===== config.mk =====
export PLATFORM = sky130hd
export DESIGN_NAME = ncas_sum_bank
export DESIGN_NICKNAME = d
export VERILOG_FILES = /design/src/sv/ncas_pkg.sv /design/src/sv/ncas_sum_bank.sv
export SDC_FILE = /design/constraint.sdc
export NUM_CORES = 1
export LEC_CHECK = 0
export BUFFER_PORTS_ARGS = -buffer_cell sky130_fd_sc_hd__buf_2
export CORE_UTILIZATION = 64
export CTS_BUF_LIST = sky130_fd_sc_hd__clkbuf_4
export CTS_CLUSTER_SIZE = 20
export DETAILED_ROUTE_END_ITERATION = 7
export GPL_ROUTABILITY_DRIVEN = 0
export MAX_ROUTING_LAYER = met4
export PLACE_DENSITY_LB_ADDON = 0.2
export SLEW_MARGIN = 15
export SYNTH_ARGS = -nofsm -noshare
export SYNTH_HDL_FRONTEND = slang
export SYNTH_SLANG_ARGS = --single-unit

===== constraint.sdc =====
create_clock -name aclk -period 4.5 [get_ports aclk]
set_input_delay 0.45 -clock aclk [delete_from_list [all_inputs] [get_ports aclk]]
set_output_delay 0.45 -clock aclk [all_outputs]
set_load 0.02 [all_outputs]

===== src/sv/ncas_pkg.sv =====
// ----------------------------------------------------------------------------
// ncas_pkg: shared types and constants of the nearest-centroid assigner
// Field widths, stream packing, register indexes, command codes, the
// sequencer state type and the control bundle of the squaring unit.
// ----------------------------------------------------------------------------
package ncas_pkg;

    // Widths of the stream fields
    localparam int CMD_W      = 1;
    localparam int CSEL_W     = 4;
    localparam int DSEL_W     = 6;
    localparam int CARRIER_W  = 16;
    localparam int LABEL_W    = 4;
    localparam int SUM_W      = 38;

    // Stream data widths, padded to whole bytes
    localparam int S_TDATA_W  = 32;
    localparam int M_TDATA_W  = 48;

    // Arithmetic widths: extended coordinate, difference, magnitude, square
    localparam int VAL_W      = CARRIER_W + 1;
    localparam int DIFF_W     = VAL_W + 1;
    localparam int MAG_W      = VAL_W;
    localparam int SQ_W       = 2 * MAG_W;

    localparam logic [SUM_W-1:0] SUM_MAX = {SUM_W{1'b1}};

    // Configuration port
    localparam int CFG_IDX_W  = 2;
    localparam int CFG_DATA_W = 7;
    localparam int NCREG_W    = 5;
    localparam int DIMREG_W   = 7;
    localparam logic [CFG_IDX_W-1:0] CFG_NUM_CENTERS = 2'd0;
    localparam logic [CFG_IDX_W-1:0] CFG_DIMS        = 2'd1;

    // Item kinds carried on tuser
    localparam logic [CMD_W-1:0] CMD_LOAD  = 1'b0;
    localparam logic [CMD_W-1:0] CMD_POINT = 1'b1;

    // Sequencer states
    typedef enum logic [3:0] {
        S_IDLE  = 4'b0001,
        S_RUN   = 4'b0010,
        S_DRAIN = 4'b0100,
        S_DONE  = 4'b1000
    } ncas_state_t;

    // Control of the squaring stage
    typedef struct packed {
        logic en;      // a center operand pair is present this cycle
        logic update;  // the coordinate lies within dims and adds its square
    } ncas_sq_ctl_t;

endpackage


===== src/sv/ncas_sum_bank.sv =====
// ----------------------------------------------------------------------------
// ncas_sum_bank: per-center running distance sums
// A small memory with one valid bit per center. An entry that is not
// valid reads as zero, so dropping all valid bits clears every sum at
// the end of a point.
// ----------------------------------------------------------------------------
module ncas_sum_bank
    import ncas_pkg::*;
#(
    parameter int DEPTH  = 16,
    parameter int ADDR_W = 4
) (
    input  logic              aclk,
    input  logic              aresetn,
    input  logic              clr,
    input  logic              wr_en,
    input  logic [ADDR_W-1:0] wr_addr,
    input  logic [SUM_W-1:0]  wr_data,
    input  logic [ADDR_W-1:0] rd_addr,
    output logic [SUM_W-1:0]  rd_data
);

    logic [SUM_W-1:0] mem [DEPTH];
    logic [DEPTH-1:0] vld_reg;
    logic [SUM_W-1:0] rd_data_reg;
    logic             rd_vld_reg;

    // Valid bits: set on write, all dropped on reset or clear
    always_ff @(posedge aclk) begin
        if (!aresetn || clr) begin
            vld_reg <= '0;
        end else if (wr_en) begin
            vld_reg[wr_addr] <= 1'b1;
        end
    end

    // Sum storage
    always_ff @(posedge aclk) begin
        if (wr_en) begin
            mem[wr_addr] <= wr_data;
        end
    end

    // Registered read with its valid bit
    always_ff @(posedge aclk) begin
        rd_data_reg <= mem[rd_addr];
        rd_vld_reg  <= vld_reg[rd_addr];
    end

    assign rd_data = rd_vld_reg ? rd_data_reg : '0;

endmodule


Word level (Yosys, flattened, before mapping)
Memory sizes are Yosys's and may differ from the RTL's. A register that Yosys moved wholly into a read port is not among the register bits.
Index checks and enable logic that the tools add are counted.

cells by class
  $lt $le $gt $ge = 3
  multiplexer cells = 7
  bitwise operators = 1
  reductions and logical operators = 3

operator list
  cell                                                                           number
  38-bit 2-to-1 mux                                                              1
  16-bit OR                                                                      1
  4-bit by 5-bit less-than comparator with 1-bit output (second input constant)  2
  1-bit binary-select mux with 4-bit select                                      1
  1-bit demux with 4-bit select                                                  1
  4-bit by 1-bit >= comparator with 1-bit output (second input constant)         1
  1-bit 2-to-1 mux                                                               4
  1-bit logical AND                                                              1
  1-bit logical NOT                                                              1
  1-bit logical OR                                                               1

word-level totals
  bits in registers = 17
  bits in writable memories = 608
  input port bits = 50
  output and inout port bits = 38
  memories kept = 1

memories
  name  depth  width  rd ports  clocked after Yosys merged registers in  wr ports  line                 text
  mem   16     38     1         1                                        1         ncas_sum_bank.sv:23  logic [SUM_W-1:0] mem [DEPTH];

Depth between registers and ports, before layout
  word-level depth = 5
  depth in mapped cells = 6

Worst setup path before layout
No wires, ideal clock.

  path type = in2reg
  start = input port wr_addr[2]
  end = memory mem[0][0] (enable)
  library setup time = 0.483 ns
  arrival = 3.621 ns
  data required time = 4.017 ns
  path slack = 0.396 ns
  cell stages on the path = 2
  path through = or3b_2 nor3_1

RTL lines
  what                line                 text
  start: declaration  ncas_sum_bank.sv:17  input logic [ADDR_W-1:0] wr_addr,
  end: declaration    ncas_sum_bank.sv:23

No word-level cell before the write port.

Final worst setup path
  start = register rd_vld_reg
  end = output port rd_data[31]

on the way
  longest elaborated chain between the ends = 1

RTL lines
  what                      line                 text
  start: declaration        ncas_sum_bank.sv:26  logic rd_vld_reg;
  start signal: assignment  ncas_sum_bank.sv:47  rd_vld_reg <= vld_reg[rd_addr];
  38-bit 2-to-1 mux         ncas_sum_bank.sv:50  assign rd_data = rd_vld_reg ? rd_data_reg : '0;
  end: declaration          ncas_sum_bank.sv:20  output logic [SUM_W-1:0] rd_data

Every way passes these cells.

==> impl_metrics.toml <==
[power_and_ir_drop]
p_leak_nw = 9.44
power_mw = 12.3
power_density_nw_per_um2 = 441
vdd_drop_max_uv = 254

[cells_and_area]
fillCellCount = 2185
fin_nets = 1379
largest_reg_flops = 608
layout-drive-gt1-share_pct = 38.1
fin_cells = 1964
mostFrequentLayoutCells = "608 x edfxtp_1, 254 x clkbuf_4, 156 x mux4_2, 85 x buf_2, 78 x a22oi_1"
final_common_cell = "edfxtp_1"
area_growth_pct = 14.8

[global_route]
grt_pass1_wl_mm = 75.5
antenna_found_initial = 2
grt_start_max_net_pins = 77
grt.total_usage_pct = 28.1
grt.overflow.total = 0
grt_pass1_vias = 12700

[critical_path]
critPathKind = "flip-flop to primary output"
end_kind = "primary output"
rrSetupSlack_ns = 3.01
path_max_fanout = 38
ff2ff_path_depth = 3
cp.arrival_ns = 2.13
cp.required_ns = 4.05
critPathLaunchType = "flip-flop"
r2r_start = "mem[0][35]"
reg2reg_to = "rd_data_reg[35]"

[sta]
worst_pin_slew_ns = 1.11
fin_skew_ns = 0.0412
fin_crit_ns = 2.58
hold_ws_ns = 0.0636
relSlewSlack_pct = 25.8
final.setup.tns_ns = 0
finalCritPeriodShare_pct = 57.2
setup_viol = 0
rsz0062_at_grt = "no"
slew_violations = 0
hold_viol = 0
maxClockFrequency_mhz = 388

[clock_network]
cts.sinks = 663
cts_buffers = 160
clockBufferDepth = 3
clk_latency_ns = 0.80
cts_resized = 0
cts.htree.levels = 4
cts_tree = "done"
path_clk_slew_ns = 0.07
clock-root-buffer = "clkbuf_4"

[worst_hold_path]
hold_start = "wr_data[32]"
hold_depth = 1
hold_path_end = "mem[4][32]"
hold_path.class = "input pin to flip-flop"

[place]
io_buffers = 87
dpl.cell_count = 1643
dpl.hpwl_mm = 26.7

[yosys]
syn_area_um2 = 24400
synth_cells = 1075
synth-seq-cells = 663
synth_simple_gate_area_share_pct = 2.14
synth_top_area_share_pct = 74.8
synthTopCellsByArea = "edfxtp_1 75%, mux4_2 14%, dfxtp_1 4.5%"
synth_top_family_by_area = "multiplexers"
synth_area_leader_cell = "edfxtp_1"
synthMuxAreaShare_pct = 14.4
synth_compound_area_share_pct = 2.89
yosysSeqAreaShare_pct = 79.3
synth-xor-area-share_pct = 0
yosys.area_share.adder_pct = 0
synth.net_count = 1125
synth.distinct_cells = 19
syn_avg_cell_area_um2 = 22.7
synth_warnings = 0

[detailed_routing]
num_vias = 11900
drc = 0
dr.pass1.iters = 5
wl_per_cell_um = 25.4
viasPerCell = 6.07
drt-total-wl_mm = 49.9
drt_iter0_drc = 1142
ant_nets = 0

[floorplanning]
rows = 71
die_h_um = 197
dieArea_um2 = 38900
core_um2 = 37600
die_x_um = 197
pin_count = 88
initial_core_util_pct = 65.0

[status]
status = "finished clean"

[run]
max_cap_viol_count = 0
[stage by stage]
stage	util [%]	worst slack, ns	instance area, um2
floorplan	-	0.396	24400
global placement	68.1	1.86	25600
detailed placement	68.1	1.80	25600
CTS	74.5	1.81	28000
global route	74.5	1.79	28000
finish	74.5	1.92	28000
[report_power, final]
| part | total, mW | internal (mW) | leakage [nW] | switching, mW |
|---|---|---|---|---|
| Combinational | 0.569 | 0.239 | 2.23 | 0.330 |
| Clock | 4.85 | 2.66 | 1.25 | 2.19 |
| Sequential | 6.92 | 6.88 | 5.95 | 0.0471 |
[logic make-up after synthesis]
kind of cell           count (synthesis)
buffers and inverters                 57
AND/OR/NAND/NOR                      105
flip-flops                           663
multiplexers                         156
AO/OA/AOI/OAI                         94
[per-layer routing]
layer / part of all wire [%] / routed length [um] / vias up / track usage (%)
met4: 1.8 / 918 / 0 / 9.04
met1: 40 / 19800 / 6174 / 38.1
met3: 7.8 / 3870 / 70 / 6.27
li1: - / - / 5140 / -
met2: 51 / 25300 / 530 / 43.2
met5: 0 / 0 / - / -
[layout make-up]
cell class,count,area (um2),area share [%]
sequential,663,19400,69.1
tap,511,639,2.28
clock inverter,30,168,0.599
antenna,2,5.00,0.0179
clock buffer,254,1910,6.81
timing repair buffer,149,1050,3.77
multi-input combinational,355,4880,17.4
[repair_timing]
item | CTS | global route
hold endpoints to repair | 430 | 0
buffers inserted | 0 | 0
hold buffers | 35 | 0
[cells in the mapped netlist]
cell type and count:
or3b_2 1, nor2b_1 3, edfxtp_1 608, buf_4 8
nand3_1 1, nor2_1 13, and2_1 39, mux4_2 156
nand2b_1 2, o21a_1 16, nand2_1 40, clkbuf_1 27
buf_6 8, nor3_1 4, nand3b_1 2, buf_1 11
dfxtp_1 55, buf_2 3, a22oi_1 78
[critical path: stages, from the launching register on]
cell     delay, ns
dfxtp_2       0.89
and2_1        0.26
buf_2         0.17
[how the worst max path moves through the flow]
stage	start	endpoint	slack [ns]	depth (start not counted)
global placement	wr_addr[1]	mem[13][32]	1.86	4
detailed placement	wr_addr[2]	mem[9][9]	1.80	4
CTS	rd_vld_reg	rd_data[31]	1.81	2
floorplan	wr_addr[2]	mem[0][0]	0.40	2
global route	rd_vld_reg	rd_data[31]	1.79	2
finish	rd_vld_reg	rd_data[31]	1.92	2
Power figures use the tool's default switching activity.
