<file path="src/sv/ncas_pkg.sv">
// ----------------------------------------------------------------------------
// ncas_pkg: shared types and constants of the nearest-centroid assigner
// Field widths, stream packing, register indexes, command codes, the
// sequencer state type and the control bundle of the squaring unit.
// ----------------------------------------------------------------------------
package ncas_pkg;

    // Widths of the stream fields
    localparam int CMD_W      = 1;
    localparam int CSEL_W     = 4;
    localparam int DSEL_W     = 6;
    localparam int CARRIER_W  = 16;
    localparam int LABEL_W    = 4;
    localparam int SUM_W      = 38;

    // Stream data widths, padded to whole bytes
    localparam int S_TDATA_W  = 32;
    localparam int M_TDATA_W  = 48;

    // Arithmetic widths: extended coordinate, difference, magnitude, square
    localparam int VAL_W      = CARRIER_W + 1;
    localparam int DIFF_W     = VAL_W + 1;
    localparam int MAG_W      = VAL_W;
    localparam int SQ_W       = 2 * MAG_W;

    localparam logic [SUM_W-1:0] SUM_MAX = {SUM_W{1'b1}};

    // Configuration port
    localparam int CFG_IDX_W  = 2;
    localparam int CFG_DATA_W = 7;
    localparam int NCREG_W    = 5;
    localparam int DIMREG_W   = 7;
    localparam logic [CFG_IDX_W-1:0] CFG_NUM_CENTERS = 2'd0;
    localparam logic [CFG_IDX_W-1:0] CFG_DIMS        = 2'd1;

    // Item kinds carried on tuser
    localparam logic [CMD_W-1:0] CMD_LOAD  = 1'b0;
    localparam logic [CMD_W-1:0] CMD_POINT = 1'b1;

    // Sequencer states
    typedef enum logic [3:0] {
        S_IDLE  = 4'b0001,
        S_RUN   = 4'b0010,
        S_DRAIN = 4'b0100,
        S_DONE  = 4'b1000
    } ncas_state_t;

    // Control of the squaring stage
    typedef struct packed {
        logic en;      // a center operand pair is present this cycle
        logic update;  // the coordinate lies within dims and adds its square
    } ncas_sq_ctl_t;

endpackage

</file>
<file path="src/sv/ncas_sq_unit.sv">
// ----------------------------------------------------------------------------
// ncas_sq_unit: shared squared-difference accumulator
// Extends the point and center coordinates, squares their difference into
// a register, then adds the square to the running sum with saturation.
// ----------------------------------------------------------------------------
module ncas_sq_unit
    import ncas_pkg::*;
#(
    parameter int COORD_BITS = 16,
    parameter int STORE_W    = 16
) (
    input  logic               aclk,
    input  ncas_sq_ctl_t       ctl,
    input  logic [STORE_W-1:0] point_raw,
    input  logic [STORE_W-1:0] center_raw,
    input  logic [SUM_W-1:0]   acc_in,
    output logic [SUM_W-1:0]   sum_out
);

    logic signed [VAL_W-1:0]  p_ext;
    logic signed [VAL_W-1:0]  c_ext;
    logic signed [DIFF_W-1:0] diff;
    logic [MAG_W-1:0]         mag;
    logic [SQ_W-1:0]          sq;
    logic [SQ_W-1:0]          sq_reg;
    logic [SUM_W-1:0]         acc_reg;
    logic [SUM_W:0]           sum_wide;

    // Coordinates no wider than the carrier are signed; wider ones see only
    // the carrier bits, whose top bit is then never the sign.
    always_comb begin
        if (COORD_BITS <= CARRIER_W) begin
            p_ext = VAL_W'($signed(point_raw));
            c_ext = VAL_W'($signed(center_raw));
        end else begin
            p_ext = $signed(VAL_W'(point_raw));
            c_ext = $signed(VAL_W'(center_raw));
        end
    end

    // Difference, magnitude and square
    assign diff = DIFF_W'(p_ext) - DIFF_W'(c_ext);
    assign mag  = diff[DIFF_W-1] ? MAG_W'(-diff) : MAG_W'(diff);
    assign sq   = mag * mag;

    // Square stage register
    always_ff @(posedge aclk) begin
        if (ctl.en) begin
            sq_reg  <= ctl.update ? sq : '0;
            acc_reg <= acc_in;
        end
    end

    // Saturating accumulate
    assign sum_wide = {1'b0, acc_reg} + (SUM_W + 1)'(sq_reg);
    assign sum_out  = sum_wide[SUM_W] ? SUM_MAX : sum_wide[SUM_W-1:0];

endmodule

</file>
<file path="config.mk">
export PLATFORM = sky130hd
export DESIGN_NAME = ncas_sq_unit
export DESIGN_NICKNAME = d
export VERILOG_FILES = /design/src/sv/ncas_pkg.sv /design/src/sv/ncas_sq_unit.sv
export SDC_FILE = /design/constraint.sdc
export NUM_CORES = 1
export LEC_CHECK = 0
export BUFFER_PORTS_ARGS = -buffer_cell sky130_fd_sc_hd__buf_4
export CORE_MARGIN = 5
export CORE_UTILIZATION = 45
export DETAILED_ROUTE_END_ITERATION = 16
export PLACE_DENSITY = 0.65
export SLEW_MARGIN = 20
export SYNTH_ARGS = -nofsm -noshare
export SYNTH_HDL_FRONTEND = slang
export SYNTH_SLANG_ARGS = --single-unit
</file>
<file path="constraint.sdc">
create_clock -name aclk -period 10.65 [get_ports aclk]
set_input_delay 1.5975 -clock aclk [delete_from_list [all_inputs] [get_ports aclk]]
set_output_delay 1.5975 -clock aclk [all_outputs]
set_load 0.01 [all_outputs]
</file>
# ---- After elaboration in Yosys (flattened, before gate mapping)
# Index checks and enable logic that the tools add are counted.
dict set report word_totals {
  word_cells 8
  out_inout_bits 38
  regBits 72
  in_bits 73
}
dict set report classes {
  n_mul 1
  mux 2
  n_addsub 3
}
# operator count
set op_table {}
lappend op_table {{38-bit by 34-bit adder with 39-bit output} 1}
lappend op_table {{38-bit two-way mux} 1}
lappend op_table {{17-bit by 17-bit multiplier with 34-bit output} 1}
lappend op_table {{17-bit two-way mux} 1}
lappend op_table {{17-bit negator} 1}
lappend op_table {{16-bit by 16-bit subtractor with 17-bit output} 1}

# ---- Longest topological paths before layout
# Gate-level depths: netlist of run 1.
dict set report logic_depth {
  ltp_word 4
  mapped_depth 38
  mapped_depth_nobuf 37
}

# ---- Worst setup path before layout of run 1
# OpenSTA, ideal clock, no wires.
dict set report synth_timing {
  path_kind {input to register}
  start {input center_raw[1]}
  end {register sq_reg[33], data pin}
  path_slack_ns 0.488
  setup_ns 0.255
  n_path_buf 2
  stages 36
  arrival_time_ns 9.907
  required_time_ns 10.395
  cell_sequence {inv_1 -> ha_1 -> nor2b_4 -> o31a_1 -> o41a_4 -> or4_4 -> a21boi_2 -> nor3b_4 -> a21oi_1 -> xor2_1 -> inv_1 -> buf_2 -> nand2_1 -> inv_1 -> fa_1 -> inv_1 -> fa_1 -> inv_1 -> fa_1 -> fa_1 -> fa_1 -> inv_1 -> fa_1 -> inv_1 -> ha_1 -> clkbuf_1 -> a21o_1 -> a21o_1 -> a2111oi_0 -> o311ai_1 -> a31o_2 -> a31o_2 -> a31oi_1 -> o21ai_0 -> xor3_1 -> and2_1}
}
dict set report synth_between {
  elab_chain_len 4
}
# element line
set synth_lines {}
lappend synth_lines {{start: declaration} ncas_sq_unit.sv:15} ;# input logic [STORE_W-1:0] center_raw,
lappend synth_lines {{16-bit by 16-bit subtractor with 17-bit output (*)} ncas_sq_unit.sv:42} ;# assign diff = DIFF_W'(p_ext) - DIFF_W'(c_ext);
lappend synth_lines {{17-bit negator} ncas_sq_unit.sv:43} ;# assign mag = diff[DIFF_W-1] ? MAG_W'(-diff) : MAG_W'(diff);
lappend synth_lines {{17-bit two-way mux (*)} ncas_sq_unit.sv:43}
lappend synth_lines {{17-bit by 17-bit multiplier with 34-bit output (*)} ncas_sq_unit.sv:44} ;# assign sq = mag * mag;
lappend synth_lines {{end signal: assignment} ncas_sq_unit.sv:49} ;# sq_reg <= ctl.update ? sq : '0;
lappend synth_lines {{end: declaration} ncas_sq_unit.sv:25} ;# logic [SQ_W-1:0] sq_reg;
# Every way passes the cells marked *; elsewhere a longest branch is shown, timed or not.
# A chain may end at the register's enable or synchronous reset.

# ---- Final worst setup path of run 1
dict set report layout_timing {
  start {input point_raw[1]}
  end {register sq_reg[32], data pin}
}
dict set report layout_between {
  elab_chain_len 4
}
# element line
set layout_lines {}
lappend layout_lines {{start: declaration} ncas_sq_unit.sv:14} ;# input logic [STORE_W-1:0] point_raw,
lappend layout_lines {{16-bit by 16-bit subtractor with 17-bit output (*)} ncas_sq_unit.sv:42}
lappend layout_lines {{17-bit negator} ncas_sq_unit.sv:43}
lappend layout_lines {{17-bit two-way mux (*)} ncas_sq_unit.sv:43}
lappend layout_lines {{17-bit by 17-bit multiplier with 34-bit output (*)} ncas_sq_unit.sv:44}
# Marks and branches as above.

==> results of run 1 <==
==> metal layers <==
metal | track usage, % | vias up | share of wire (%)
li1 | - | 4982 | -
met2 | 32.2 | 222 | 48
met3 | 1.79 | 28 | 4.3
met5 | 0 | - | 0
met1 | 25.6 | 4759 | 46
met4 | 3.37 | 0 | 1.2
==> stage by stage <==
step           util [%]  instances  hold slack, ns  setup WS [ns]
6_report           51.9       2001            1.43          0.480
5_1_grt            51.9       2001            1.42         0.0285
2_1_floorplan         -       1468            1.70          0.488
3_5_place_dp       50.9       1984            1.78          0.118
4_1_cts            51.9       2000            1.41          0.479
3_3_place_gp       50.9       1984            1.78          0.293
==> final cells by class <==
| class | instances | area (um2) | share of cell area, % |
|---|---|---|---|
| clock inverter | 7 | 78.8 | 0.513 |
| multi-input combinational | 1055 | 10100 | 65.5 |
| timing repair buffer | 159 | 1210 | 7.86 |
| sequential | 71 | 2130 | 13.9 |
| clock buffer | 9 | 225 | 1.47 |
| inverter | 310 | 1160 | 7.58 |
| tap | 390 | 488 | 3.18 |
==> cells in the mapped netlist (17+ instances only) <==
cell        n
a21o_1     28
a21oi_1    56
and2_1     32
clkbuf_1   27
edfxtp_1   71
fa_1      193
ha_1      156
inv_1     306
nand2_1   147
nand2b_1   24
nor2_1     86
nor3_1     17
o21a_1     23
o21ai_0    35
xnor2_1    48
xor2_1     36
==> worst paths after layout <==
path,from,to,slack (ns),cells after the start
worst min-delay path,acc_in[34],acc_reg[34],1.43,1
worst max-delay path,point_raw[1],sq_reg[32],0.48,32
==> critical path, delay by kind of cell <==
kind,cells,cell delay (ns)
XOR/XNOR,2,0.27
AO/OA/AOI/OAI,10,2.62
buffers and inverters,5,0.50
adder cells (fa/ha/maj),8,3.74
AND/OR/NAND/NOR,7,1.55
==> kinds of logic after synthesis <==
family / Yosys count / synth area share [%]
AND/OR/NAND/NOR: 378 / 13.6
adder cells (fa/ha/maj): 349 / 43.2
buffers and inverters: 342 / 9.64
AO/OA/AOI/OAI: 226 / 11.5
XOR/XNOR: 86 / 5.77
flip-flops: 71 / 15.9
multiplexers: 4 / 0.307
other: 2 / 0.0558
==> timing repair <==
action | CTS | global route
endpoints found under the setup margin | 0 | 2
setup buffers | 0 | 1
gates resized for setup | 0 | 1
==> impl_results.md, run 1 <==
* Status: finished, final reports clean
* Die area at 0.0334 mm2
* CTS tree: yes
* Total clock sinks at 71
* Slew Viols, Final at 0
* Post-Syn Area at 0.0134 mm2
* Worst setup EP type: register
* Design area at 0.0154 mm2
* Top post-synthesis cells by area: fa_1 29%, edfxtp_1 16%, ha_1 15%, inv_1 8.5%, nand2_1 4.1%
* Largest register FFs at 38
* Tmin final at 10.17 ns
* Slowest cell delay on critical path at 0.54 ns
* Core Region at 0.0296 mm2
* Vias in the first global route at 10400
* Crit Path Max Fanout at 12
* Final HPWL from detailed placement at 25.8 mm
* Number of I/O port buffers at 110
* Max-Cap Viols at 0
* Max Freq at 98.3 MHz
* Width of the chip at 183 um
* Mapped Avg Cell Area at 9.22 um2
* Crit path top cell by count: fa_1
* Longest Clk Path Bufs at 2
* Drt drc at 0
* Req. time, crit path at 10.75 ns
* Post-synth ARST share at 0%
* H-tree depth at 3
* Worst Hold Class: in -> reg
* Final ANT Viol Nets at 0
* Dpl cell area at 0.0150 mm2
* Number of flops mapped to enable cells by yosys at 71
* Sequential-to-total area share from yosys stat at 15.9%
* Area delta synth->final at 14.2%
* Share of layout cells above drive strength 1 at 12.7%
* Critical path arrival at 10.27 ns
* Most common flop cell mapped by yosys: edfxtp_1
* I/O pins at 111
* Total gr overflow at 0
* Final net count at 2028
* GP Congestion at 0.923
* RSZ-0062 raised after global routing: no
* Synth Warn # at 0
* Starting Density at 45.5%
* Clock transition at the registers of the reported paths at 0.06 ns
* Area leader, netlist: fa_1
* Count of hold buffers inserted by post-cts repair at 0
* Antenna violations before repair at 0
* Vias per inst at 4.99
* Worst path slowest cell: fa_1
* N_diodes at 0
* Synthesis-stage register bit count at 71
* Final setup fails at 0
* Core Rows at 63
* Tcrit/Tclk final at 95.5%
* First-pass GRT wire length at 51.5 mm
* Fillers at 2758
* Commonest non-fill, non-tap cells in the layout: 306 x inv_1, 193 x fa_1, 158 x buf_4
* DIE HEIGHT at 183 um
* Vias at 9991
* Slew @ Worst Pin at 0.869 ns
* Largest net degree at the start of global routing at 72
* Initial DRC Count at 394
* Commonest non-fill, non-tap cell in the layout: inv_1
* Setup_tns at 0 ns
* Post-synth cell types at 74
* Tot GR Track Use at 18.5%
* Fin. Hold Viols at 0
* Critical path class: in -> reg
* Synth Instances at 1458
* CP startpoint kind: input port
* CTS buffer count at 9
* WL per Instance at 15.1 um
* Yosys top cell area share at 28.7%
* Total length of routed wires at 30.1 mm
* 1st-pass router iterations at 5
* CTS Root Cell: clkbuf_16
* Slew HR at 42.1%
Power of run 1 is not shown: default switching activity piles up to over one toggle a cycle in this logic, so the estimate is an artifact.
==> inputs of run 2 (changes only) <==
--- a/config.mk
+++ b/config.mk
@@ -6,10 +6,11 @@
 export NUM_CORES = 1
 export LEC_CHECK = 0
 export BUFFER_PORTS_ARGS = -buffer_cell sky130_fd_sc_hd__buf_4
+export CORE_ASPECT_RATIO = 1.25
 export CORE_MARGIN = 5
-export CORE_UTILIZATION = 45
+export CORE_UTILIZATION = 57
 export DETAILED_ROUTE_END_ITERATION = 16
-export PLACE_DENSITY = 0.65
+export PLACE_DENSITY = 0.8
 export SLEW_MARGIN = 20
 export SYNTH_ARGS = -nofsm -noshare
 export SYNTH_HDL_FRONTEND = slang
==> impl_results.md, run 2 (synthesized netlist as in run 1, its figures left out) <==
* Starting Density at 58.2%
* Drt drc at 0
* Clock transition at the registers of the reported paths at 0.06 ns
* CP startpoint kind: input port
* Critical path class: in -> reg
* Vias in the first global route at 11200
* Total clock sinks at 71
* Worst path slowest cell: a2111oi_4
* Commonest non-fill, non-tap cell in the layout: inv_1
* Final cell count without fillers at 1897
* GP Congestion at 0.963
* Final HPWL from detailed placement at 25.6 mm
* Count of hold buffers inserted by post-cts repair at 0
* Buf/Inv on CP at 6
* H-tree depth at 3
* Hold Slack at 1.43 ns
* Tot GR Track Use at 23.2%
* I/O pins at 111
* DIE HEIGHT at 182 um
* Number of I/O port buffers at 110
* Setup_tns at 0 ns
* Req. time, crit path at 10.75 ns
* 1st-pass router iterations at 5
* Placed insts at 1880
* Max Freq at 98.1 MHz
* Slew HR at 41.0%
* Slew @ Worst Pin at 0.884 ns
* Core Region at 0.0231 mm2
* N_diodes at 0
* Dpl ws at 0.123 ns
* Longest Clk Path Bufs at 2
* Final setup fails at 0
* Delay-heaviest family, CP: adder cells
* Worst Hold Class: in -> reg
* CTS buffer count at 9
* Total gr overflow at 0
* Status: finished, final reports clean
* Tcrit/Tclk final at 95.7%
* Tmin final at 10.19 ns
* Largest register FFs at 38
* Commonest non-fill, non-tap cells in the layout: 306 x inv_1, 193 x fa_1, 156 x ha_1
* Total length of routed wires at 30.3 mm
* Max-Cap Viols at 0
* Vias per inst at 5.48
* First-pass GRT wire length at 51.4 mm
* Worst setup EP type: register
* Vias at 10400
* Post-CTS Resized at 0
* Slew Viols, Final at 0
* Largest net degree at the start of global routing at 72
* RSZ-0062 raised after global routing: no
* Die area at 0.0268 mm2
* Final ANT Viol Nets at 0
* Fin. Hold Viols at 0
* Crit Path Max Fanout at 8
* Critical path arrival at 10.29 ns
* Core Rows at 62
* Area delta synth->final at 13.5%
* Final worst slack at 0.459 ns
* Crit path top cell by count: fa_1
* WL per Instance at 16.0 um
* Width of the chip at 147 um
* Share of layout cells above drive strength 1 at 12.6%
* Antenna violations before repair at 0
* Final net count at 2026
* CTS Root Cell: clkbuf_16
* Slowest cell delay on critical path at 0.52 ns
* Initial DRC Count at 643
* CTS tree: yes
run 2: changes by cell type in the layout (fill, tap and decap cells not counted), sizes merged:
cell | before | now
clkinvlp | 0 | 1
clkinv | 4 | 3
bufinv | 1 | 3
inv | 312 | 310
buf | 159 | 157
run 2: final cells by class:
type / count / area (um2)
well taps: 288 / 360
multi-input cells: 1055 / 10100
clock inverters: 7 / 119
flip-flops and latches: 71 / 2130
inverters: 310 / 1160
repair buffers: 157 / 1200
fillers: 1797 / 7860
clock buffers: 9 / 225
run 2: timing repair:
action,CTS,global route
setup endpoints to repair,0,1
buffers inserted,0,1
hold endpoints to repair,0,0
run 2: metal layers:
layer,part of all wire (%),GRT usage [%],vias up
li1,-,-,4973
met1,39,27.3,4980
met2,52,43.0,365
met3,5.1,2.22,86
met4,3.9,9.77,0
met5,0,0,-
run 2: final timing paths:
kind | startpoint | endpoint | slack [ns] | depth (start not counted)
max | point_raw[1] | sq_reg[33] | 0.46 | 33
min | acc_in[11] | acc_reg[11] | 1.43 | 1
run 2: stage by stage:
step | area [um2] | utilization, %
6_report | 15300 | 66.0
5_1_grt | 15300 | 66.0
4_1_cts | 15300 | 66.0
3_5_place_dp | 14900 | 64.5
3_3_place_gp | 14900 | 64.5
2_1_floorplan | 13500 | -
Power of run 2 is left out for the same reason.
